**src/sgm_pkg.sv**
```systemverilog
package sgm_pkg;

  localparam int MAX_WIDTH_DEF   = 2048;
  localparam int PIXEL_BITS      = 8;
  localparam int CFG_WIDTH_BITS  = 12;
  localparam int CFG_HEIGHT_BITS = 16;
  localparam int CFG_DATA_BITS   = 32;
  localparam int CFG_ADDR_BITS   = 3;
  localparam int WIDTH_RESET     = 512;
  localparam int HEIGHT_RESET    = 512;
  localparam int MIN_DIM         = 3;
  localparam int GRAD_BITS       = 11;
  localparam int QUEUE_DEPTH     = 4;
  localparam int MAG_BITS        = 8;
  localparam int MAG_MAX         = 255;

  typedef enum logic [0:0] {
    REG_IMAGE_WIDTH  = 1'b0,
    REG_IMAGE_HEIGHT = 1'b1
  } cfg_reg_t;

  typedef struct packed {
    logic [CFG_WIDTH_BITS-1:0]  image_width;
    logic [CFG_HEIGHT_BITS-1:0] image_height;
  } cfg_dims_t;

  // one interior pixel handed from the front to the back
  typedef struct packed {
    logic signed [GRAD_BITS-1:0] gx;
    logic signed [GRAD_BITS-1:0] gy;
    logic                        row_end;
    logic                        frame_end;
  } grad_req_t;

endpackage

```
**src/sgm_queue.sv**
```systemverilog
module sgm_queue import sgm_pkg::*; (
  input  logic      clk,
  input  logic      rst_n,
  input  logic      push,
  input  grad_req_t push_data,
  output logic      full,
  input  logic      pop,
  output grad_req_t head,
  output logic      empty
);

  localparam int PW = (QUEUE_DEPTH > 1) ? $clog2(QUEUE_DEPTH) : 1;
  localparam int CNTW = $clog2(QUEUE_DEPTH + 1);

  grad_req_t          slot_r [QUEUE_DEPTH];
  logic [PW-1:0]      wr_ptr_r, wr_ptr_nxt;
  logic [PW-1:0]      rd_ptr_r, rd_ptr_nxt;
  logic [CNTW-1:0]    count_r, count_nxt;

  assign full  = (count_r == CNTW'(QUEUE_DEPTH));
  assign empty = (count_r == '0);
  assign head  = slot_r[rd_ptr_r];

  always_comb begin
    wr_ptr_nxt = wr_ptr_r;
    rd_ptr_nxt = rd_ptr_r;
    count_nxt  = count_r;
    if (push) begin
      wr_ptr_nxt = (wr_ptr_r == PW'(QUEUE_DEPTH - 1)) ? '0 : wr_ptr_r + PW'(1);
    end
    if (pop) begin
      rd_ptr_nxt = (rd_ptr_r == PW'(QUEUE_DEPTH - 1)) ? '0 : rd_ptr_r + PW'(1);
    end
    if (push && !pop) begin
      count_nxt = count_r + CNTW'(1);
    end else if (pop && !push) begin
      count_nxt = count_r - CNTW'(1);
    end
  end

  always_ff @(posedge clk) begin
    if (!rst_n) begin
      wr_ptr_r <= '0;
      rd_ptr_r <= '0;
      count_r  <= '0;
    end else begin
      wr_ptr_r <= wr_ptr_nxt;
      rd_ptr_r <= rd_ptr_nxt;
      count_r  <= count_nxt;
    end
  end

  always_ff @(posedge clk) begin
    if (push) begin
      slot_r[wr_ptr_r] <= push_data;
    end
  end

endmodule

```
**config.mk**
```make
export PLATFORM = sky130hd
export DESIGN_NAME = sgm_queue
export DESIGN_NICKNAME = d
export VERILOG_FILES = /design/src/sgm_pkg.sv /design/src/sgm_queue.sv
export SDC_FILE = /design/constraint.sdc
export NUM_CORES = 1
export LEC_CHECK = 0
export CAP_MARGIN = 5
export CORE_MARGIN = 2
export CORE_UTILIZATION = 30
export CTS_CLUSTER_SIZE = 8
export DETAILED_ROUTE_END_ITERATION = 8
export DONT_BUFFER_PORTS = 1
export HOLD_SLACK_MARGIN = 0.05
export SYNTH_ARGS = -nofsm -noshare
export SYNTH_HDL_FRONTEND = slang
export SYNTH_SLANG_ARGS = --single-unit
```
**constraint.sdc**
```tcl
create_clock -name clk -period 1.77 [get_ports clk]
set_input_delay 0.354 -clock clk [delete_from_list [all_inputs] [get_ports clk]]
set_output_delay 0.354 -clock clk [all_outputs]
set_load 0.02 [all_outputs]
```
Yosys cells after proc, flatten, opt, wreduce, memory -nomap -nowiden
Memory sizes are Yosys's and may differ from the RTL's. A register that Yosys moved wholly into a read port is not among the register bits.
Index checks and enable logic that the tools add are counted.
Word-level totals
  register bits after elaboration: 7
  RAM bits: 96
  bits of input ports: 28
  output and inout bits: 26
  logic and storage cells: 25
  memories kept: 1
Memory list
  slot_r: words 4, bits a word 24, rd ports 1, clocked after memory_dff 1, wr ports 1, RTL line sgm_queue.sv:15  | grad_req_t slot_r [QUEUE_DEPTH];
Cells by class
  $add $sub $neg: 4
  eq/ne operators: 3
  multiplexer cells: 8
  reductions and logical operators: 6
Operator list (number)
  2-to-1 mux 2 bit: 4
  2-to-1 mux 3 bit: 2
  adder 2 x 1 -> 2 bit (second input constant): 2
  equality test 2 bit (second input constant): 2
  adder 3 x 1 -> 3 bit (second input constant): 1
  equality test 3 bit (second input constant): 1
  zero test 3 bit: 1
  subtractor 3 x 1 -> 3 bit (second input constant): 1
  logical AND 1 bit: 2
  zero test 1 bit: 2
  2-to-1 mux 1 bit: 2
  nonzero test 2 bit: 1

Longest topological paths before layout
Gate-level depths: netlist of the first run.
  depth after elaboration: 4
  mapped depth: 7
  depth with buffers taken out: 7

Worst setup path after synthesis of the first run
No wires, ideal clock.
  kind: in2reg
  start point: input pop
  end point: register count_r[2]
  setup time: 0.076 ns
  arrival time: 1.558 ns
  required time: 1.694 ns
  setup slack: 0.137 ns
  stages on the path: 7
  path buffers: 0
  cell sequence: inv_1 > ha_1 > inv_1 > fa_1 > xor2_1 > or3_1 > a21boi_0
On the way
  longest elaborated chain between the ends: 3
  elaborated cells on any way between the ends: 5
  those cells by class: 1 x mux; 4 x reduce/logical
Ends and longest elaborated chain
  from (decl): RTL line sgm_queue.sv:7  | input logic pop,
  zero test 1 bit: RTL line sgm_queue.sv:34  | if (push && !pop) begin
  logical AND 1 bit: RTL line sgm_queue.sv:34
  2-to-1 mux 3 bit or nonzero test 2 bit (tied branches)
  to (signal assigned): RTL line sgm_queue.sv:49  | count_r <= count_nxt;
  to (decl): RTL line sgm_queue.sv:18  | logic [CNTW-1:0] count_r, count_nxt;
Parallel ways exist; a longest one is shown, timed or not.
A chain may end at the register's enable or synchronous reset.

==> results of run 1 <==
==> synth_stat cells <==
cell                       count  area share [%]
sky130_fd_sc_hd__nor3_1        2            0.25
sky130_fd_sc_hd__buf_12        2             1.0
sky130_fd_sc_hd__nor3b_1       1            0.19
sky130_fd_sc_hd__or3_1         1            0.16
sky130_fd_sc_hd__nor2_1        1           0.095
sky130_fd_sc_hd__nor2b_1       5            0.79
sky130_fd_sc_hd__xor2_1        1            0.22
sky130_fd_sc_hd__dfxtp_1       9             4.5
sky130_fd_sc_hd__o21a_1        1            0.19
sky130_fd_sc_hd__fa_1          1            0.51
sky130_fd_sc_hd__xnor2_1       1            0.22
sky130_fd_sc_hd__a21boi_0      1            0.19
sky130_fd_sc_hd__clkbuf_1      1           0.095
sky130_fd_sc_hd__and2_1        5            0.79
sky130_fd_sc_hd__o21ai_0       1            0.13
sky130_fd_sc_hd__ha_1          6             1.9
sky130_fd_sc_hd__buf_6         1            0.28
sky130_fd_sc_hd__mux4_1        4             2.7
sky130_fd_sc_hd__mux4_2       20              11
sky130_fd_sc_hd__buf_2         2            0.25
sky130_fd_sc_hd__inv_1         4            0.38
sky130_fd_sc_hd__edfxtp_1     96              73
sky130_fd_sc_hd__mux2i_1       4             1.0
==> kinds of logic (layout without fill, tap and decap cells) <==
kind of cell | count (synthesis) | count (layout)
compound gates | 3 | 3
xor+xnor | 2 | 2
fa+ha+maj | 7 | 7
buf+inv | 10 | 31
flops | 105 | 105
mux | 28 | 28
simple gates | 15 | 15
==> critical path, cell delays in order, from the launching register on <==
cell and delay [ns]:
sky130_fd_sc_hd__dfxtp_4 0.37, sky130_fd_sc_hd__buf_12 0.17, sky130_fd_sc_hd__mux4_2 0.61
==> where the power goes <==
part / internal (W) / switching (W)
sequential: 0.00283 / 0.0000424
combinational: 0.000198 / 0.000278
clock: 0.00107 / 0.000794
==> cells in the final DEF, fill, tap and decap left out, drive strengths merged, types with 2 or more instances in the layout <==
cell / instances
and2: 5
buf: 13
clkbuf: 9
clkinv: 4
dfxtp: 9
edfxtp: 96
ha: 6
inv: 4
mux2i: 4
mux4: 24
nor2b: 5
nor3: 2
==> routing by layer <==
metal / track usage [%] / up-vias
met4: 4.24 / 0
met1: 11.8 / 864
met5: 0 / -
met3: 5.36 / 10
li1: - / 726
met2: 15.4 / 39
==> sequential cells by signal, indices dropped and copies added, names as in the netlist, named ones only <==
register  count
count_r       3
slot_r       96
rd_ptr_r      2
wr_ptr_r      2
==> area by class of cell <==
class                      instances  area [sq um]  area share, %
clock inverter                     5          48.8           1.08
inverter                           4          15.0          0.333
multi-input combinational         55           803           17.8
sequential                       105          3070           68.0
tap                              172           215           4.77
timing repair buffer              13           135           3.00
clock buffer                       9           225           4.99
==> through the flow <==
stage          instance area (sq um)  utilization [%]  hold WS [ns]
6_report                        4510             35.3         0.108
5_1_grt                         4510             35.3        0.0848
4_1_cts                         4510             35.3        0.0892
3_5_place_dp                    4250             33.3         0.453
3_3_place_gp                    4250             33.3         0.453
2_1_floorplan                   3960                -         0.453
==> path summary, 6_finish.rpt <==
| kind | start | end | cells after the start |
|---|---|---|---|
| max | flip-flop | head[13] | 2 |
| min | push_data[8] | slot_r[2][8]$_DFFE_PP_ | 0 |
| max reg2reg | wr_ptr_r[0]$_SDFFE_PN0P_ | slot_r[0][22]$_DFFE_PP_ | 4 |
| min reg2reg | count_r[2]$_SDFFE_PN0P_ | count_r[2]$_SDFFE_PN0P_ | 2 |
==> what timing repair did <==
action                                  CTS  global route
gates resized for setup                   5             0
endpoints found under the setup margin   24            24
buffers inserted                          0             0
==> summary.txt, run 1 <==
Outcome -> finished, violations left
Violated checks -> setup timing
Insertion delay of the later-clocked pin in the worst-skew pair -> 0.33 ns
TritonCTS clock tree -> done
PwrDens -> 1160 nW/um^2
CTS HTree Levels -> 3
Post-Route Skew -> 0.00446 ns
Post-synthesis share of cell area spent on xor and xnor gates -> 0.442%
Area of the placeable core -> 12800 sq um
Area Growth Syn to Fin -> 13.8%
R2R setup slack -> 0.20 ns
Worst setup EP type -> output port
CTS max path bufs -> 2
Mux cell area share after synthesis -> 15.0%
Yosys warning total -> 0
Met3 wire len -> 535 microns
Via total after detailed routing -> 1639
DRT met1 WL -> 2.75 mm
Post-Syn Area -> 3960 sq um
Final net count -> 223
I/O pin count -> 54
Total power -> 0.00521 W
Ratio of routed vias to standard cells -> 4.52
Detailed-route wire length -> 6.57 mm
Critical path data required time -> 1.42 ns
Effective utilization at floorplan -> 31.0%
Gate count of the mapped netlist -> 170
HPWL reported at the end of detailed placement -> 4.23 mm
Top sig layer -> met4
Number of antenna-violating nets in the routed design -> 0
Slew at the pin closest to its max-slew limit -> 0.455 ns
Cell variety after synth -> 23
Die Outline Area -> 14100 sq um
Clock Sinks -> 105
Maximum fanout encountered on the critical timing path -> 13
Placer congestion estimate -> 0.636
Final Cycle Share -> 104%
Number of violations reported at the end of detailed-routing iteration 0 -> 195
Hold buffers post-CTS -> 0
Tot GR Track Use -> 10.0%
Number of buffers inserted during clock tree synthesis -> 9
Wire length of the first global-routing pass -> 10.2 mm
Total grt overflow -> 0
Total inserted antenna cells -> 0
Timing-limited maximum frequency -> 0.543 GHz
Average cell area after synthesis -> 23.3 sq um
PnR worst setup slack -> -0.0710 ns
Critical path arrival -> 1.49 ns
Worst slack, placed -> 0.0207 ns
Initial antenna violation count -> 0
Type of the most critical hold path -> input port to flip-flop
Final cell count without fillers -> 363
VDD IR-drop max -> 0.502 mV
Minimum clock period after layout -> 1.84 ns
Number of filler cells placed in the layout -> 1187
Main combinational cell family by area after synthesis -> multiplexers
Clock transition at the register clock pins on the worst setup and hold paths after CTS -> 0.06 ns
Total of endpoints with negative setup slack in the final report -> 24
Post-synthesis net count -> 205
Max-slew headroom -> 69.7%
Leakage component of the power -> 1.44 nW
Vertical die dimension -> 119 microns
Number of port buffers -> 0
Count of max-cap constraint violations -> 0
Detailed-route DRC error count -> 0
Worst Setup Start Kind -> flip-flop
Post-Place Cells -> 349
Part of the Yosys area used for sequential elements -> 77.3%
Avg WL per Cell -> 18.1 microns
Worst Path Class, Setup -> flip-flop to output port
1st-pass router iterations -> 4
Fraction of layout cells with a size suffix above 1 -> 26.7%
Largest net degree at the start of global routing -> 25
Post-synthesis compound-gate area fraction -> 0.505%
Amount of wire on met2 after detailed routing -> 3.17 mm
Setup repair after global routing missed its margin -> yes
Die W -> 119 microns
Post-synthesis adder-cell area fraction -> 2.40%
Sum of negative setup slack -> -1.21 ns
Std cell rows -> 41
Clock tree root buffer cell -> sky130_fd_sc_hd__clkbuf_16
Number of storage elements in the synthesis netlist -> 105
Number of global-route vias before repair -> 1718
Post-Synth Simple-Gate Area -> 2.27%
Max-slew violation total from the final report -> 0
Final Hold Vio Count -> 0
No activity file was read; power rests on OpenSTA's default activity.
==> run 2: changes to the inputs <==
CORE_ASPECT_RATIO = 0.75   (was not set)
SKIP_CTS_REPAIR_TIMING = 1   (was not set)
==> run 2 against run 1 <==
  * The run still ends with setup timing left
  * Global-route usage increased by 0.17 points
  * Critical path depth is the same
  * Cell area increased by 0.58%
  * First-iteration DRC count down 66%
  * Core utilization is 0.22 points lower
  * Non-clock buffer count increased by 2
  * Die area about the same
  * Sequential power barely moved
  * Critical path type unchanged
  * Critical endpoint unchanged
  * Largest power group unchanged
==> summary.txt, run 2 (synthesized netlist as in run 1, its figures left out) <==
Outcome -> finished, violations left
Violated checks -> setup timing
Clock Sinks -> 105
Type of the most critical hold path -> input port to flip-flop
Die Outline Area -> 14100 sq um
Avg WL per Cell -> 18.6 microns
Via total after detailed routing -> 1677
Hold wc startpoint -> push_data[17]
Worst Setup Start Kind -> flip-flop
HPWL reported at the end of detailed placement -> 4.50 mm
FF-to-FF Start -> count_r[0]$_SDFFE_PN0P_
Sink of the worst hold path -> slot_r[1][17]$_DFFE_PP_
Tot GR Track Use -> 10.2%
Max-slew violation total from the final report -> 0
Total inserted antenna cells -> 0
Area of the placeable core -> 12900 sq um
Leakage component of the power -> 1.45 nW
Initial antenna violation count -> 0
Area Growth Syn to Fin -> 14.5%
Critical path data required time -> 1.42 ns
Slew at the pin closest to its max-slew limit -> 0.250 ns
Total grt overflow -> 0
I/O pin count -> 54
Number of antenna-violating nets in the routed design -> 0
Ratio of routed vias to standard cells -> 4.58
Die W -> 137 microns
Total of endpoints with negative setup slack in the final report -> 24
Timing-limited maximum frequency -> 0.527 GHz
Final cell count without fillers -> 366
Setup repair after global routing missed its margin -> yes
Effective utilization at floorplan -> 30.6%
Register bank with the most flops -> slot_r
Final Util -> 35.1%
Max-slew headroom -> 83.4%
Placer congestion estimate -> 0.633
Final net count -> 225
Final Hold Vio Count -> 0
CTS max path bufs -> 2
Count of max-cap constraint violations -> 0
Most frequent cells in the layout -> 96 x sky130_fd_sc_hd__edfxtp_1, 22 x sky130_fd_sc_hd__mux4_2, 12 x sky130_fd_sc_hd__buf_4
PnR worst setup slack -> -0.128 ns
Most common cell after layout, fill and taps aside -> sky130_fd_sc_hd__edfxtp_1
Clock transition at the register clock pins on the worst setup and hold paths after CTS -> 0.07 ns
WHS Path Cells -> 0
CP max stage delay -> 0.59 ns
Reg2Reg Capture Point -> count_r[2]$_SDFFE_PN0P_
Largest net degree at the start of global routing -> 25
Insertion delay of the later-clocked pin in the worst-skew pair -> 0.34 ns
Maximum fanout encountered on the critical timing path -> 12
Flip-flop count of the largest register, all copies and words added -> 96
Number of global-route vias before repair -> 1789
CTS HTree Levels -> 3
Number of violations reported at the end of detailed-routing iteration 0 -> 67
Critical path arrival -> 1.54 ns
Detailed-route DRC error count -> 0
Vertical die dimension -> 104 microns
PwrDens -> 1150 nW/um^2
Detailed-route wire length -> 6.80 mm
Worst setup EP type -> output port
Number of filler cells placed in the layout -> 1200
Number of port buffers -> 0
Worst Path Class, Setup -> flip-flop to output port
Wire length of the first global-routing pass -> 10.5 mm
Slowest cell on crit path -> sky130_fd_sc_hd__mux4_2
TritonCTS clock tree -> done
Std cell rows -> 36
Minimum clock period after layout -> 1.90 ns
Post-Place Cells -> 348
Number of buffers inserted during clock tree synthesis -> 9
1st-pass router iterations -> 4
Chain of cells forming the critical path -> buf_12 > mux4_2
Post-Route Skew -> 0.00558 ns
Fraction of layout cells with a size suffix above 1 -> 27.2%
R2R setup slack -> 0.30 ns
Final Cycle Share -> 107%
VDD IR-drop max -> 0.482 mV
Largest regs -> slot_r x96, count_r x3
Sum of negative setup slack -> -2.35 ns
Clock tree root buffer cell -> sky130_fd_sc_hd__clkbuf_16
Worst R2R Path Depth -> 4
## run 2: worst max path at each step
| stage | start | endpoint | slack, ns | depth (start not counted) |
|---|---|---|---|---|
| 2_1_floorplan | pop | count_r[2]$_SDFFE_PN0P_ | 0.14 | 7 |
| 3_3_place_gp | pop | count_r[2]$_SDFFE_PN0P_ | 0.11 | 7 |
| 3_5_place_dp | pop | count_r[2]$_SDFFE_PN0P_ | 0.03 | 7 |
| 4_1_cts | flip-flop | head[14] | -0.24 | 2 |
| 5_1_grt | flip-flop | head[13] | -0.20 | 2 |
| 6_report | flip-flop | head[13] | -0.13 | 2 |
## run 2: worst max-delay path, delay by kind of cell, from the launching register on
| family | cells | cell delay [ns] |
|---|---|---|
| multiplexers | 1 | 0.59 |
| flip-flops | 1 | 0.42 |
| buffers and inverters | 1 | 0.18 |
## run 2: power breakdown
group / internal [W] / switching, W / total (W)
Combinational: 0.000201 / 0.000278 / 0.000479
Clock: 0.000974 / 0.000879 / 0.00185
Sequential: 0.00283 / 0.0000463 / 0.00288
## run 2: metrics by stage
step | total power (W) | hold slack [ns] | worst slack (ns) | area (sq um)
3_3_place_gp | 0.00341 | 0.453 | 0.109 | 4250
5_1_grt | 0.00542 | 0.0838 | -0.197 | 4540
6_report | 0.00521 | 0.105 | -0.128 | 4540
4_1_cts | 0.00529 | 0.0916 | -0.241 | 4530
2_1_floorplan | 0.00330 | 0.453 | 0.137 | 3960
3_5_place_dp | 0.00343 | 0.453 | 0.0326 | 4250
## run 2: final cells by class
class	count	area, sq um	area share, %
clock buffer	10	229	5.05
clock inverter	6	50.0	1.10
inverter	4	15.0	0.331
multi-input combinational	55	811	17.9
sequential	105	3070	67.6
tap	171	214	4.72
timing repair buffer	15	150	3.31
## run 2: routing by layer
layer	global-route usage, %	vias up	part of all wire (%)	wire, microns
li1	-	732	-	-
met1	13.1	901	43	2950
met2	15.4	37	49	3310
met3	4.75	7	6.7	454
met4	3.13	0	1.1	75
met5	0	-	0	0
