===== config.mk =====
export PLATFORM = sky130hd
export DESIGN_NAME = sgm_back
export DESIGN_NICKNAME = d
export VERILOG_FILES = /design/src/sgm_pkg.sv /design/src/sgm_back.sv
export SDC_FILE = /design/constraint.sdc
export NUM_CORES = 1
export LEC_CHECK = 0
export BUFFER_PORTS_ARGS = -buffer_cell sky130_fd_sc_hd__buf_2
export CAP_MARGIN = 20
export CORE_MARGIN = 1
export CORE_UTILIZATION = 45
export CTS_CLUSTER_SIZE = 30
export DETAILED_ROUTE_END_ITERATION = 6
export GPL_ROUTABILITY_DRIVEN = 0
export PLACE_DENSITY = 0.61
export SYNTH_ARGS = -nofsm -noshare
export SYNTH_HDL_FRONTEND = slang
export SYNTH_SLANG_ARGS = --single-unit
export TNS_END_PERCENT = 10

===== constraint.sdc =====
create_clock -name clk -period 6.6 [get_ports clk]
set_clock_uncertainty 0.05 [all_clocks]
set_input_delay 0.66 -clock clk [delete_from_list [all_inputs] [get_ports clk]]
set_output_delay 0.66 -clock clk [all_outputs]
set_load 0.01 [all_outputs]

===== src/sgm_pkg.sv =====
package sgm_pkg;

  localparam int MAX_WIDTH_DEF   = 2048;
  localparam int PIXEL_BITS      = 8;
  localparam int CFG_WIDTH_BITS  = 12;
  localparam int CFG_HEIGHT_BITS = 16;
  localparam int CFG_DATA_BITS   = 32;
  localparam int CFG_ADDR_BITS   = 3;
  localparam int WIDTH_RESET     = 512;
  localparam int HEIGHT_RESET    = 512;
  localparam int MIN_DIM         = 3;
  localparam int GRAD_BITS       = 11;
  localparam int QUEUE_DEPTH     = 4;
  localparam int MAG_BITS        = 8;
  localparam int MAG_MAX         = 255;

  typedef enum logic [0:0] {
    REG_IMAGE_WIDTH  = 1'b0,
    REG_IMAGE_HEIGHT = 1'b1
  } cfg_reg_t;

  typedef struct packed {
    logic [CFG_WIDTH_BITS-1:0]  image_width;
    logic [CFG_HEIGHT_BITS-1:0] image_height;
  } cfg_dims_t;

  // one interior pixel handed from the front to the back
  typedef struct packed {
    logic signed [GRAD_BITS-1:0] gx;
    logic signed [GRAD_BITS-1:0] gy;
    logic                        row_end;
    logic                        frame_end;
  } grad_req_t;

endpackage


===== src/sgm_back.sv =====
module sgm_back import sgm_pkg::*; (
  input  logic                clk,
  input  logic                rst_n,
  input  grad_req_t           q_head,
  input  logic                q_empty,
  output logic                q_pop,
  output logic                out_valid,
  input  logic                out_stall,
  output logic [MAG_BITS-1:0] out_gradient_magnitude,
  output logic                out_row_end,
  output logic                out_frame_end
);

  localparam int PROD_BITS = 2 * GRAD_BITS;
  localparam int SQ_BITS   = 2 * GRAD_BITS - 2;
  localparam int SUM_BITS  = SQ_BITS + 1;
  localparam int RAD_BITS  = 2 * MAG_BITS;
  localparam int REM_BITS  = MAG_BITS + 2;
  localparam int STEPS     = MAG_BITS;

  typedef struct packed {
    logic [RAD_BITS-1:0] rad;
    logic [REM_BITS-1:0] rem;
    logic [MAG_BITS-1:0] root;
    logic                sat;
    logic                row_end;
    logic                frame_end;
  } sqrt_stage_t;

  logic                        adv;
  logic signed [PROD_BITS-1:0] prod_x, prod_y;
  logic                        sq_vld_r, sq_row_r, sq_frame_r;
  logic [SQ_BITS-1:0]          sq_x_r, sq_y_r;
  logic [SUM_BITS-1:0]         sum;
  sqrt_stage_t                 st_r   [STEPS+1];
  sqrt_stage_t                 st_nxt [STEPS];
  logic                        vld_r  [STEPS+1];
  logic                        out_valid_r;
  logic [MAG_BITS-1:0]         out_mag_r;
  logic                        out_row_r, out_frame_r;

  // whole pipeline moves together whenever the output slot frees up
  assign adv   = !out_valid_r || !out_stall;
  assign q_pop = adv && !q_empty;

  assign prod_x = q_head.gx * q_head.gx;
  assign prod_y = q_head.gy * q_head.gy;
  assign sum    = SUM_BITS'(sq_x_r) + SUM_BITS'(sq_y_r);

  for (genvar k = 0; k < STEPS; k++) begin : g_step
    logic [REM_BITS+1:0] rem_sh, trial;
    always_comb begin
      rem_sh = {st_r[k].rem, st_r[k].rad[RAD_BITS-1 -: 2]};
      trial  = {2'b00, st_r[k].root, 2'b01};
      st_nxt[k] = st_r[k];
      st_nxt[k].rad = {st_r[k].rad[RAD_BITS-3:0], 2'b00};
      if (rem_sh >= trial) begin
        st_nxt[k].rem  = REM_BITS'(rem_sh - trial);
        st_nxt[k].root = {st_r[k].root[MAG_BITS-2:0], 1'b1};
      end else begin
        st_nxt[k].rem  = REM_BITS'(rem_sh);
        st_nxt[k].root = {st_r[k].root[MAG_BITS-2:0], 1'b0};
      end
    end
  end

  always_ff @(posedge clk) begin
    if (!rst_n) begin
      sq_vld_r    <= 1'b0;
      out_valid_r <= 1'b0;
      for (int k = 0; k <= STEPS; k++) begin
        vld_r[k] <= 1'b0;
      end
    end else if (adv) begin
      sq_vld_r    <= !q_empty;
      vld_r[0]    <= sq_vld_r;
      for (int k = 0; k < STEPS; k++) begin
        vld_r[k+1] <= vld_r[k];
      end
      out_valid_r <= vld_r[STEPS];
    end
  end

  always_ff @(posedge clk) begin
    if (adv) begin
      sq_x_r     <= prod_x[SQ_BITS-1:0];
      sq_y_r     <= prod_y[SQ_BITS-1:0];
      sq_row_r   <= q_head.row_end;
      sq_frame_r <= q_head.frame_end;

      st_r[0].rad       <= sum[RAD_BITS-1:0];
      st_r[0].rem       <= '0;
      st_r[0].root      <= '0;
      st_r[0].sat       <= (sum[SUM_BITS-1:RAD_BITS] != '0);
      st_r[0].row_end   <= sq_row_r;
      st_r[0].frame_end <= sq_frame_r;
      for (int k = 0; k < STEPS; k++) begin
        st_r[k+1] <= st_nxt[k];
      end

      out_mag_r   <= st_r[STEPS].sat ? MAG_BITS'(MAG_MAX) : st_r[STEPS].root;
      out_row_r   <= st_r[STEPS].row_end;
      out_frame_r <= st_r[STEPS].frame_end;
    end
  end

  assign out_valid              = out_valid_r;
  assign out_gradient_magnitude = out_mag_r;
  assign out_row_end            = out_row_r;
  assign out_frame_end          = out_frame_r;

endmodule


# ---- Word level (Yosys, flattened, before mapping)
# Memory sizes are Yosys's and may differ from the RTL's. A register that Yosys moved wholly into a read port is not among the register bits.
# Index checks and enable logic that the tools add are counted.
dict set report op_classes {
  mux 22
  n_shift 0
  n_bitwise 9
  eq_ne 0
  multipliers 2
  addsub 9
  order_cmp 8
  reduce_logical 7
  div_mod_pow 0
}
# op count
set op_table {}
lappend op_table {{18-bit two-way mux} 8}
lappend op_table {{12-bit by 10-bit >= comparator with 1-bit output} 8}
lappend op_table {{10-bit subtractor} 8}
lappend op_table {{11-bit by 11-bit multiplier with 20-bit output} 2}
lappend op_table {{20-bit by 20-bit adder with 21-bit output} 1}
lappend op_table {{1-bit two-way mux} 14}
lappend op_table {{1-bit bitwise OR} 9}
lappend op_table {{5-bit nonzero test} 1}
lappend op_table {{1-bit zero test} 4}
lappend op_table {{1-bit logical AND} 1}
lappend op_table {{1-bit logical OR} 1}
dict set report word_totals {
  memories 2
  latchBits 0
  inputBits 28
  ram_bits 342
  register_bits 53
  rom_bits 0
  word_cells 67
}
# memory words word_bits read_ports rd_clocked_by_memory_dff wr line
set mem_list {}
lappend mem_list {st_r 9 37 9 0 9 sgm_back.sv:35} ;# sqrt_stage_t st_r [STEPS+1];
lappend mem_list {vld_r 9 1 9 1 9 sgm_back.sv:37} ;# logic vld_r [STEPS+1];

# ---- Logic depth before layout (Yosys ltp)
# Gate-level depths: netlist of the first run.
dict set report logic_depth {
  depth_word 6
  ltp_mapped 20
  ltp_nobuf 19
}

# ---- Least setup slack after synthesis of the first run
# Ideal clock, no wire load.
dict set report synth_path {
  kind {input to register}
  start {in out_stall}
  end {mem vld_r[0], data pin}
  stages 2
  required_ns 6.251
  path_buffers 0
  path_slack_ns -0.237
  t_arrival_ns 6.488
  setup_ns 0.299
  path_cell_list {nand2_1 > and3_1}
}
# element line
set synth_rtl {}
lappend synth_rtl {{start: declaration} sgm_back.sv:8} ;# input logic out_stall,
lappend synth_rtl {{end: declaration} sgm_back.sv:37}

# ---- Worst setup path after layout of the first run
dict set report layout_path {
  start {in q_head[12] (netlist name)}
  end {reg sq_y_r[19], data pin}
}
dict set report layout_via {
  elab_chain_cells 1
}
# element line
set layout_rtl {}
lappend layout_rtl {{start: declaration} sgm_back.sv:4} ;# input grad_req_t q_head,
lappend layout_rtl {{11-bit by 11-bit multiplier with 20-bit output} sgm_back.sv:47} ;# assign prod_y = q_head.gy * q_head.gy;
lappend layout_rtl {{named net prod_y[19]} sgm_back.sv:31} ;# logic signed [PROD_BITS-1:0] prod_x, prod_y;
lappend layout_rtl {{end signal: assignment} sgm_back.sv:87} ;# sq_y_r <= prod_y[SQ_BITS-1:0];
lappend layout_rtl {{end: declaration} sgm_back.sv:33} ;# logic [SQ_BITS-1:0] sq_x_r, sq_y_r;
# The timed path passes the listed nets, and every way through them passes these cells.
# A chain may end at the register's enable or synchronous reset.

==> metrics.txt, run 1 <==
most common cell after layout, fill and taps aside inv_1; ys flop type edfxtp_1; post-synthesis sequential area ratio 0.417; Root Buffer clkbuf_16; largest net degree at the start of global routing 134; Comb pwr share 0.537; Post-synth EDFFs 257; syn_nets 1946; CP bufs+invs 4; Cells after Synth 1587; crit-path most repeated cell fa_1; Int Pwr 6.12 mW; post-CTS setup repair buffer count 0; Top Metal Used met4; initial antenna violation count 0; I/O Buffers 39; Post-DRT Antenna Nets 0; final count of pins violating max slew 0; chip width 205 um; worst slack, placed 0.588 ns; slowest cell on the critical path a2111oi_1; Sink Count 259; normalized max-slew margin 0.348; crit path from q_head[12]; VDD IR max 0.419 mV; drt first pass iters 5; status complete, no violations; vias 10700; Routed WL 30.3 mm; RSZ-0062 raised after global routing false; P per Cell Area 487 nW/um2; dpl cells 2134; WL met3 925 um; Synth Register Bits 259; proportion of layout cells with a drive suffix above 1 0.0703; fraction of registers with async set/reset 0; TritonCTS clock tree yes; data arrival time of the worst path 5.68 ns; DRT iter0 DRCs 416; reg2reg start st_r[0][188]$_DFFE_PN_; Leak 9.06 nW; Post-CTS Hold Buffers 0; Routed met1 length 12.4 mm; post-synth cell types 66; post_cts resized 0; switching share of power 0.380; Critical Path RT 6.82 ns; Initial Util 0.455; leading area contributor after synthesis edfxtp_1; Synth area leaders edfxtp_1 42%, fa_1 20%, ha_1 9.6%, inv_1 7.1%, xnor2_1 3.3%; max-cap viol count 0; Avg Cell Area, Syn 11.7 um2; # setup viols final 0; die height 205 um; non-filler instance count after layout 2183; Antenna Diode Count 0; Synth Cell Area 18600 um2; Core Footprint 40800 um2; NetSw 3.75 mW; Hold Crit Class primary input to flop; Fmax achieved 0.183 GHz; slowest stage delay, CP 0.68 ns; YS warnings 0; clock buffers created by TritonCTS 28; crit-path cells buf_2 > nand2b_1 > fa_1 > inv_1 > fa_1 > fa_1 > fa_1 > inv_1 > fa_1 > inv_1 > ha_1 > a21o_1 > a2111oi_1 > o21ba_2 > o31a_1 > o21ai_1 > xnor2_1; CTS clk-pin slew, worst paths 0.06 ns; FP Rows 74; IO Pins 40; WS Path Type primary input to flop; Least-Margin Pin Slew 0.977 ns; Clock Path Buffers 3; vias in the first global route 11400; fin crit period 5.46 ns; final setup TNS 0 ns; Yosys top cell area share 0.415; detailed placement HPWL 23.6 mm; Flop pwr share 0.309; later-pin clock latency in the skew report 0.53 ns; first-pass GRT wire length 52.7 mm; fin crit share 0.827; per-cell routed wire length 13.9 um; Total GRT Usage 0.154; most frequent cells in the layout 351 x inv_1, 257 x edfxtp_1, 189 x fa_1; Crit Path Max Fanout 21; final hold vios 0; drc violations 0; Final nets 1991; hold_sp q_head[0]; CP endpoint kind flop; Clock power frac 0.154; Crit path max-delay family adder cells; Via density 4.89; Met2 Wirelength 16.3 mm; Worst setup SP type primary input; grt ovf 0; Layout area overhead 9.10%; final setup margin 1.14 ns; die area 42100 um2; # H-tree levels 1
path summary, 6_finish.rpt:
path / endpoint / slack (ns) / cells after the start
min reg2reg: st_r[0][186]$_DFFE_PN_ / 0.36 / 0
max reg2reg: st_r[0][236]$_DFFE_PN_ / 3.96 / 8
max: sq_y_r[19]$_DFFE_PN_ / 1.14 / 17
min: sq_frame_r$_DFFE_PN_ / 0.26 / 1
Yosys cell counts, types with 4 or more instances:
cell and n:
nor2_1 71, edfxtp_1 257, or2_2 10, fa_1 189
nand2b_1 10, or3_1 6, nor4_1 8, xor2_1 25
and2_1 57, nor3_1 13, mux2i_1 4, o21ai_1 5
nor2b_1 22, a21oi_1 38, clkbuf_1 25, mux2_2 10
a21o_1 10, a211oi_1 5, a31oi_1 8, o21ai_0 44
o21bai_1 4, o211ai_1 6, xnor2_1 70, nand3_1 10
nand2_1 84, nand4_1 4, or4_1 4, ha_1 142
o31ai_1 4, inv_1 351, and3_1 13, o21a_1 31
cells by family (layout without fill, tap and decap cells):
kind of cell	after synthesis	after routing	synth area share
fa+ha+maj	331	331	0.299
mux	14	14	0.00821
xor+xnor	95	95	0.0448
other cells	1	1	0.000202
compound gates	181	181	0.0635
flops	259	259	0.417
simple gates	327	327	0.0903
buf+inv	379	443	0.0767
area by class of cell:
| type | count | area (um2) |
|---|---|---|
| clock buffer | 36 | 752 |
| multi-input combinational | 949 | 9420 |
| tap | 532 | 666 |
| timing repair buffer | 42 | 218 |
| inverter | 352 | 1320 |
| sequential | 259 | 7760 |
| fill | 3620 | 20500 |
| clock inverter | 13 | 144 |
power groups by stage:
stage	clock network, mW	logic, mW	registers (mW)
6_report	1.52	5.30	3.05
5_1_grt	1.64	6.13	3.12
4_1_cts	1.57	5.40	3.07
3_5_place_dp	0	5.36	3.10
3_3_place_gp	0	5.27	3.08
2_1_floorplan	0	4.31	2.98
sequential cells by signal, summed over array words and instances, names as in the netlist:
| signal | cells |
|---|---|
| out_row_end | 1 |
| sq_vld_r | 1 |
| sq_row_r | 1 |
| out_gradient_magnitude | 8 |
| vld_r | 9 |
| out_valid | 1 |
| sq_y_r | 19 |
| st_r | 198 |
| sq_frame_r | 1 |
| out_frame_end | 1 |
| sq_x_r | 19 |
routing by layer:
metal,vias to the layer above,track usage
li1,5269,-
met1,5240,0.180
met2,120,0.293
met3,52,0.0217
met4,0,0.0410
met5,-,0
metrics by stage:
step / total power, mW / area (um2) / hold slack [ns] / util
after CTS: 10.0 / 20300 / 0.219 / 0.497
final: 9.87 / 20300 / 0.256 / 0.497
after floorplan: 7.29 / 18600 / 0.350 / -
after detailed placement: 8.46 / 19400 / 0.355 / 0.475
after global routing: 10.9 / 20300 / 0.230 / 0.497
after global placement: 8.34 / 19400 / 0.350 / 0.475
No activity file was read; power rests on OpenSTA's default activity.
==> run 2: changes to the inputs <==
--- a/config.mk
+++ b/config.mk
@@ -12,7 +12,7 @@
 export CTS_CLUSTER_SIZE = 30
 export DETAILED_ROUTE_END_ITERATION = 6
 export GPL_ROUTABILITY_DRIVEN = 0
-export PLACE_DENSITY = 0.61
+export PLACE_DENSITY = 0.58
 export SYNTH_ARGS = -nofsm -noshare
 export SYNTH_HDL_FRONTEND = slang
 export SYNTH_SLANG_ARGS = --single-unit
==> constraint.sdc (replaced) <==
create_clock -name clk -period 5.35 [get_ports clk]
set_clock_uncertainty 0.05 [all_clocks]
set_input_delay 0.535 -clock clk [delete_from_list [all_inputs] [get_ports clk]]
set_output_delay 0.535 -clock clk [all_outputs]
set_load 0.01 [all_outputs]
==> metrics.txt, run 2 (synthesis results as in run 1) <==
die area 42100 um2 (unchanged); final count of pins violating max slew 0 (unchanged); Sink Count 259 (unchanged); CTS clk-pin slew, worst paths 0.06 ns (about the same); largest net degree at the start of global routing 134 (unchanged); Critical Path RT 5.58 ns (was 6.82 ns); hold_sp q_head[0] (unchanged); final setup TNS 0 ns (unchanged); Via density 4.82 (was 4.89); VDD IR max 0.393 mV (was 0.419 mV); FP Rows 74 (unchanged); Top Registers st_r x198, sq_x_r x19, sq_y_r x19 (unchanged); RSZ-0062 raised after global routing false (unchanged); Total GRT Usage 0.157 (was 0.154); Overall Power 12.7 mW (was 9.87 mW); final hold vios 0 (unchanged); Fmax achieved 0.201 GHz; Root Buffer clkbuf_16 (unchanged); Worst setup SP type primary input (unchanged); Reg with most FFs st_r (unchanged); normalized max-slew margin 0.343 (was 0.348); Comb pwr share 0.546 (was 0.537); Antenna Diode Count 0 (unchanged); die height 205 um (unchanged); post-route cell area 21000 um2 (was 20300 um2); data arrival time of the worst path 5.20 ns (was 5.68 ns); post-CTS setup repair buffer count 0 (unchanged); switching share of power 0.371 (was 0.380); status finished with violations (was complete, no violations); Clock power frac 0.157 (was 0.154); r2r endpoint st_r[0][237]$_DFFE_PN_ (was st_r[0][236]$_DFFE_PN_); Initial Util 0.455 (unchanged); Crit Path Max Fanout 9 (was 21); vias in the first global route 11700 (was 11400); P per Cell Area 604 nW/um2 (was 487 nW/um2); per-cell routed wire length 13.5 um (was 13.9 um); later-pin clock latency in the skew report 0.55 ns (was 0.53 ns); most common cell after layout, fill and taps aside inv_1 (unchanged); WS Path Type primary input to flop (unchanged); # H-tree levels 1 (unchanged); Hold Crit Class primary input to flop (unchanged); TritonCTS clock tree yes (unchanged); chip width 205 um (unchanged); vias 10900 (was 10700); # setup viols final 0 (unchanged); Least-Margin Pin Slew 0.985 ns (was 0.977 ns); fin crit period 4.97 ns; max-cap viol count 0 (unchanged); NetSw 4.71 mW (was 3.75 mW); max reg flops 198 (unchanged); Clock Path Buffers 3 (unchanged); Post-CTS Hold Buffers 0 (unchanged); I/O Buffers 39 (unchanged); DRT iter0 DRCs 522 (was 416); Post-DRT Antenna Nets 0 (unchanged); r2r worst-path depth 6 (was 8); placed instance area 20100 um2 (was 19400 um2); Final nets 2076 (was 1991); FF-to-FF setup slack 2.76 ns (was 3.96 ns); clock buffers created by TritonCTS 29 (was 28); Flop pwr share 0.297 (was 0.309); drc violations 1 (was 0); Leak 9.51 nW (was 9.06 nW); Hold Path Sink sq_frame_r$_DFFE_PN_ (unchanged); most frequent cells in the layout 351 x inv_1, 257 x edfxtp_1, 189 x fa_1 (unchanged); failing checks design-rule violations; Layout area overhead 13.1% (was 9.10%); CP endpoint kind flop (unchanged); Core Footprint 40800 um2 (unchanged); post_cts resized 0 (unchanged); Fillers 3587 (was 3620); reg2reg start st_r[0][199]$_DFFE_PN_ (was st_r[0][188]$_DFFE_PN_); grt ovf 0 (unchanged); hold depth 1 (unchanged); first-pass GRT wire length 53.9 mm (was 52.7 mm); proportion of layout cells with a drive suffix above 1 0.119 (was 0.0703); Int Pwr 7.99 mW (was 6.12 mW); drt first pass iters 6 (was 5); IO Pins 40 (unchanged); fin crit share 0.928; initial antenna violation count 0 (unchanged); detailed placement HPWL 24.2 mm (was 23.6 mm); Routed WL 30.7 mm (was 30.3 mm)
[run 2: final cells by class]
| class | count | area [um2] | area share |
|---|---|---|---|
| multi-input cells | 949 | 9420 | 0.448 |
| flip-flops and latches | 259 | 7760 | 0.369 |
| inverters | 352 | 1320 | 0.0628 |
| repair buffers | 126 | 886 | 0.0421 |
| clock buffers | 31 | 733 | 0.0349 |
| well taps | 532 | 666 | 0.0317 |
| clock inverters | 22 | 236 | 0.0112 |
[run 2: power by group through the flow]
stage                     clock network [mW]  registers [mW]  logic [mW]
after detailed placement                   0            3.83        7.01
final                                   1.99            3.78        6.93
after floorplan                            0            3.68        5.32
after global routing                    2.13            3.86        8.05
after global placement                     0            3.81        6.91
after CTS                               2.05            3.79        7.06
[run 2: metrics by stage]
step	hold slack [ns]	util	instances	setup slack [ns]
4_1_cts	0.0966	0.515	2271	0.351
3_3_place_gp	0.351	0.491	2218	-0.118
5_1_grt	0.0950	0.515	2271	0.128
2_1_floorplan	0.350	-	1587	-0.128
6_report	0.121	0.515	2271	0.383
3_5_place_dp	0.355	0.491	2218	-0.214
[run 2: worst max-delay path, stage by stage]
cell and delay, ns:
buf_2 0.16, buf_4 0.15, nor2b_1 0.13, xnor2_1 0.12, ha_1 0.18, a31o_2 0.24, fa_1 0.49, fa_1 0.52
fa_1 0.54, inv_1 0.05, fa_1 0.53, inv_1 0.04, ha_1 0.19, a21o_1 0.19, a2111oi_1 0.56, o21ba_2 0.20
o31a_1 0.14, o21ai_1 0.09, xnor2_1 0.12
[run 2: worst max path at each step]
stage | startpoint | end | cells after the start
global placement | q_head[12] | sq_y_r[19]$_DFFE_PN_ | 17
CTS | q_head[12] | sq_y_r[19]$_DFFE_PN_ | 19
detailed placement | q_head[12] | sq_y_r[19]$_DFFE_PN_ | 19
finish | q_head[12] | sq_y_r[19]$_DFFE_PN_ | 19
floorplan | q_head[11] | sq_y_r[19]$_DFFE_PN_ | 17
global route | q_head[12] | sq_y_r[19]$_DFFE_PN_ | 17
[run 2: metal layers]
metal | track usage | vias to the layer above | part of all wire
li1 | - | 5438 | -
met5 | 0 | - | 0
met4 | 0.0365 | 0 | 0.023
met2 | 0.300 | 93 | 0.54
met3 | 0.0190 | 43 | 0.021
met1 | 0.186 | 5361 | 0.42
==> run 3: changes to the inputs <==
--- a/config.mk
+++ b/config.mk
@@ -7,7 +7,6 @@
 export LEC_CHECK = 0
 export BUFFER_PORTS_ARGS = -buffer_cell sky130_fd_sc_hd__buf_2
 export CAP_MARGIN = 20
-export CORE_MARGIN = 1
 export CORE_UTILIZATION = 45
 export CTS_CLUSTER_SIZE = 30
 export DETAILED_ROUTE_END_ITERATION = 6
==> constraint.sdc (replaced) <==
create_clock -name clk -period 5.1 [get_ports clk]
set_clock_uncertainty 0.05 [all_clocks]
set_input_delay 0.51 -clock clk [delete_from_list [all_inputs] [get_ports clk]]
set_output_delay 0.51 -clock clk [all_outputs]
set_load 0.01 [all_outputs]
==> metrics.txt, run 3 (synthesis results as in run 1) <==
Reg with most FFs st_r (unchanged); IO Pins 40 (unchanged); worst slack, placed -0.479 ns (was -0.214 ns); Worst setup SP type primary input (unchanged); Post-CTS Hold Buffers 0 (unchanged); die height 205 um (unchanged); slowest stage delay, CP 0.55 ns (was 0.56 ns); failing checks design-rule violations (unchanged); Crit path max-delay family adder cells (unchanged); Clock Path Buffers 3 (unchanged); FP Rows 74 (unchanged); later-pin clock latency in the skew report 0.54 ns (was 0.55 ns); VDD IR max 0.427 mV (was 0.393 mV); dpl cells 2275 (was 2218); clock buffers created by TritonCTS 29 (unchanged); Least-Margin Pin Slew 0.919 ns (was 0.985 ns); post-route cell area 21300 um2 (was 21000 um2); Crit Path Max Fanout 5 (was 9); most frequent cells in the layout 351 x inv_1, 257 x edfxtp_1, 189 x fa_1 (unchanged); I/O Buffers 39 (unchanged); Post-DRT Antenna Nets 0 (unchanged); vias in the first global route 11900 (was 11700); RSZ-0062 raised after global routing false (unchanged); Top Registers st_r x198, sq_x_r x19, sq_y_r x19 (unchanged); final hold vios 0 (unchanged); crit-path most repeated cell fa_1 (unchanged); CTS clk-pin slew, worst paths 0.06 ns (about the same); Routed WL 31.0 mm (was 30.7 mm); chip width 205 um (unchanged); TritonCTS clock tree yes (unchanged); # setup viols final 0 (unchanged); Antenna Diode Count 0 (unchanged); initial antenna violation count 0 (unchanged); Layout area overhead 14.8% (was 13.1%); max-cap viol count 0 (unchanged); Hold Crit Class primary input to flop (unchanged); slowest cell on the critical path fa_1 (was a2111oi_1); DRT iter0 DRCs 459 (was 522); die area 42100 um2 (unchanged); Fmax achieved 0.204 GHz; WS Path Type primary input to flop (unchanged); CP bufs+invs 7 (was 4); Initial Util 0.455 (unchanged); crit-path cells buf_2 > buf_4 > and2_1 > inv_1 > fa_1 > fa_1 > fa_1 > inv_1 > fa_1 > inv_1 > fa_1 > inv_1 > ha_1 > or3_1 > a311oi_1 > buf_4 > o31a_1 > o21ai_1 > xnor2_1 (was buf_2 > buf_4 > nor2b_1 > xnor2_1 > ha_1 > a31o_2 > fa_1 > fa_1 > fa_1 > inv_1 > fa_1 > inv_1 > ha_1 > a21o_1 > a2111oi_1 > o21ba_2 > o31a_1 > o21ai_1 > xnor2_1); grt ovf 0 (unchanged); Core Footprint 40800 um2 (unchanged); Total GRT Usage 0.157 (about the same); Fillers 3566 (was 3587); Leak 9.75 nW (was 9.51 nW); first-pass GRT wire length 53.9 mm (about the same); most common cell after layout, fill and taps aside inv_1 (unchanged); Overall Power 13.6 mW (was 12.7 mW); detailed placement HPWL 24.8 mm (was 24.2 mm); Critical Path RT 5.33 ns (was 5.58 ns); normalized max-slew margin 0.387 (was 0.343); # H-tree levels 1 (unchanged); fin crit share 0.962; proportion of layout cells with a drive suffix above 1 0.144 (was 0.119); placed instance area 20500 um2 (was 20100 um2); data arrival time of the worst path 5.14 ns (was 5.20 ns); final count of pins violating max slew 0 (unchanged); Via density 4.84 (was 4.82); fin crit period 4.91 ns; Root Buffer clkbuf_16 (unchanged); P per Cell Area 638 nW/um2 (was 604 nW/um2); Sink Count 259 (unchanged); status finished with violations (unchanged); final setup margin 0.194 ns (was 0.383 ns); max reg flops 198 (unchanged); largest net degree at the start of global routing 133 (was 134); per-cell routed wire length 13.4 um (was 13.5 um); non-filler instance count after layout 2325 (was 2271); drc violations 1 (unchanged); CP endpoint kind flop (unchanged); WHS 0.107 ns (was 0.121 ns); drt first pass iters 7 (was 6); vias 11300 (was 10900); Final nets 2133 (was 2076)
## run 3: routing by layer
| metal | up-vias | GRT usage | share of wire | wire (um) |
|---|---|---|---|---|
| met2 | 100 | 0.301 | 0.54 | 16900 |
| li1 | 5548 | - | - | - |
| met3 | 43 | 0.0179 | 0.022 | 673 |
| met5 | - | 0 | 0 | 0 |
| met1 | 5571 | 0.186 | 0.41 | 12800 |
| met4 | 0 | 0.0347 | 0.021 | 646 |
## run 3: worst register-to-register path: cells and delay by family, from the launching register on
kind	cells	cell delay [ns]
flip-flops	1	0.39
AO/OA/AOI/OAI	3	0.60
AND/OR/NAND/NOR	2	0.52
multiplexers	1	0.39
adder cells (fa/ha/maj)	1	0.37
## run 3: what timing repair did
action	4_1_cts	5_1_grt
endpoints found under the hold margin	0	0
resized for setup	0	4
setup endpoints to repair	0	4
buffers inserted	0	0
## run 3: report_power, final
| part | internal, mW | total, mW | switching, mW |
|---|---|---|---|
| Combinational | 3.91 | 7.78 | 3.87 |
| Clock | 1.10 | 1.89 | 0.795 |
| Sequential | 3.61 | 3.95 | 0.345 |
| Total | 8.62 | 13.6 | 5.01 |
## run 3: final timing paths
path / end / start / cells past startpoint / slack [ns]
min: sq_frame_r$_DFFE_PN_ / q_head[0] / 1 / 0.11
min reg2reg: st_r[0][224]$_DFFE_PN_ / st_r[0][187]$_DFFE_PN_ / 0 / 0.35
max: sq_y_r[19]$_DFFE_PN_ / q_head[5] / 19 / 0.19
max reg2reg: st_r[0][238]$_DFFE_PN_ / st_r[0][196]$_DFFE_PN_ / 7 / 2.52
## run 3: final cells by class
type	instances	area, um2	share of cell area
clock buffers	36	752	0.0352
flip-flops and latches	259	7760	0.363
multi-input cells	949	9450	0.443
inverters	352	1320	0.0619
clock inverters	14	114	0.00533
well taps	532	666	0.0312
repair buffers	183	1290	0.0604
## run 3: through the flow
step | utilization | setup TNS [ns]
after floorplan | - | -1.48
after global placement | 0.501 | -2.80
after detailed placement | 0.501 | -3.57
after CTS | 0.522 | 0
after global routing | 0.523 | 0
final | 0.523 | 0
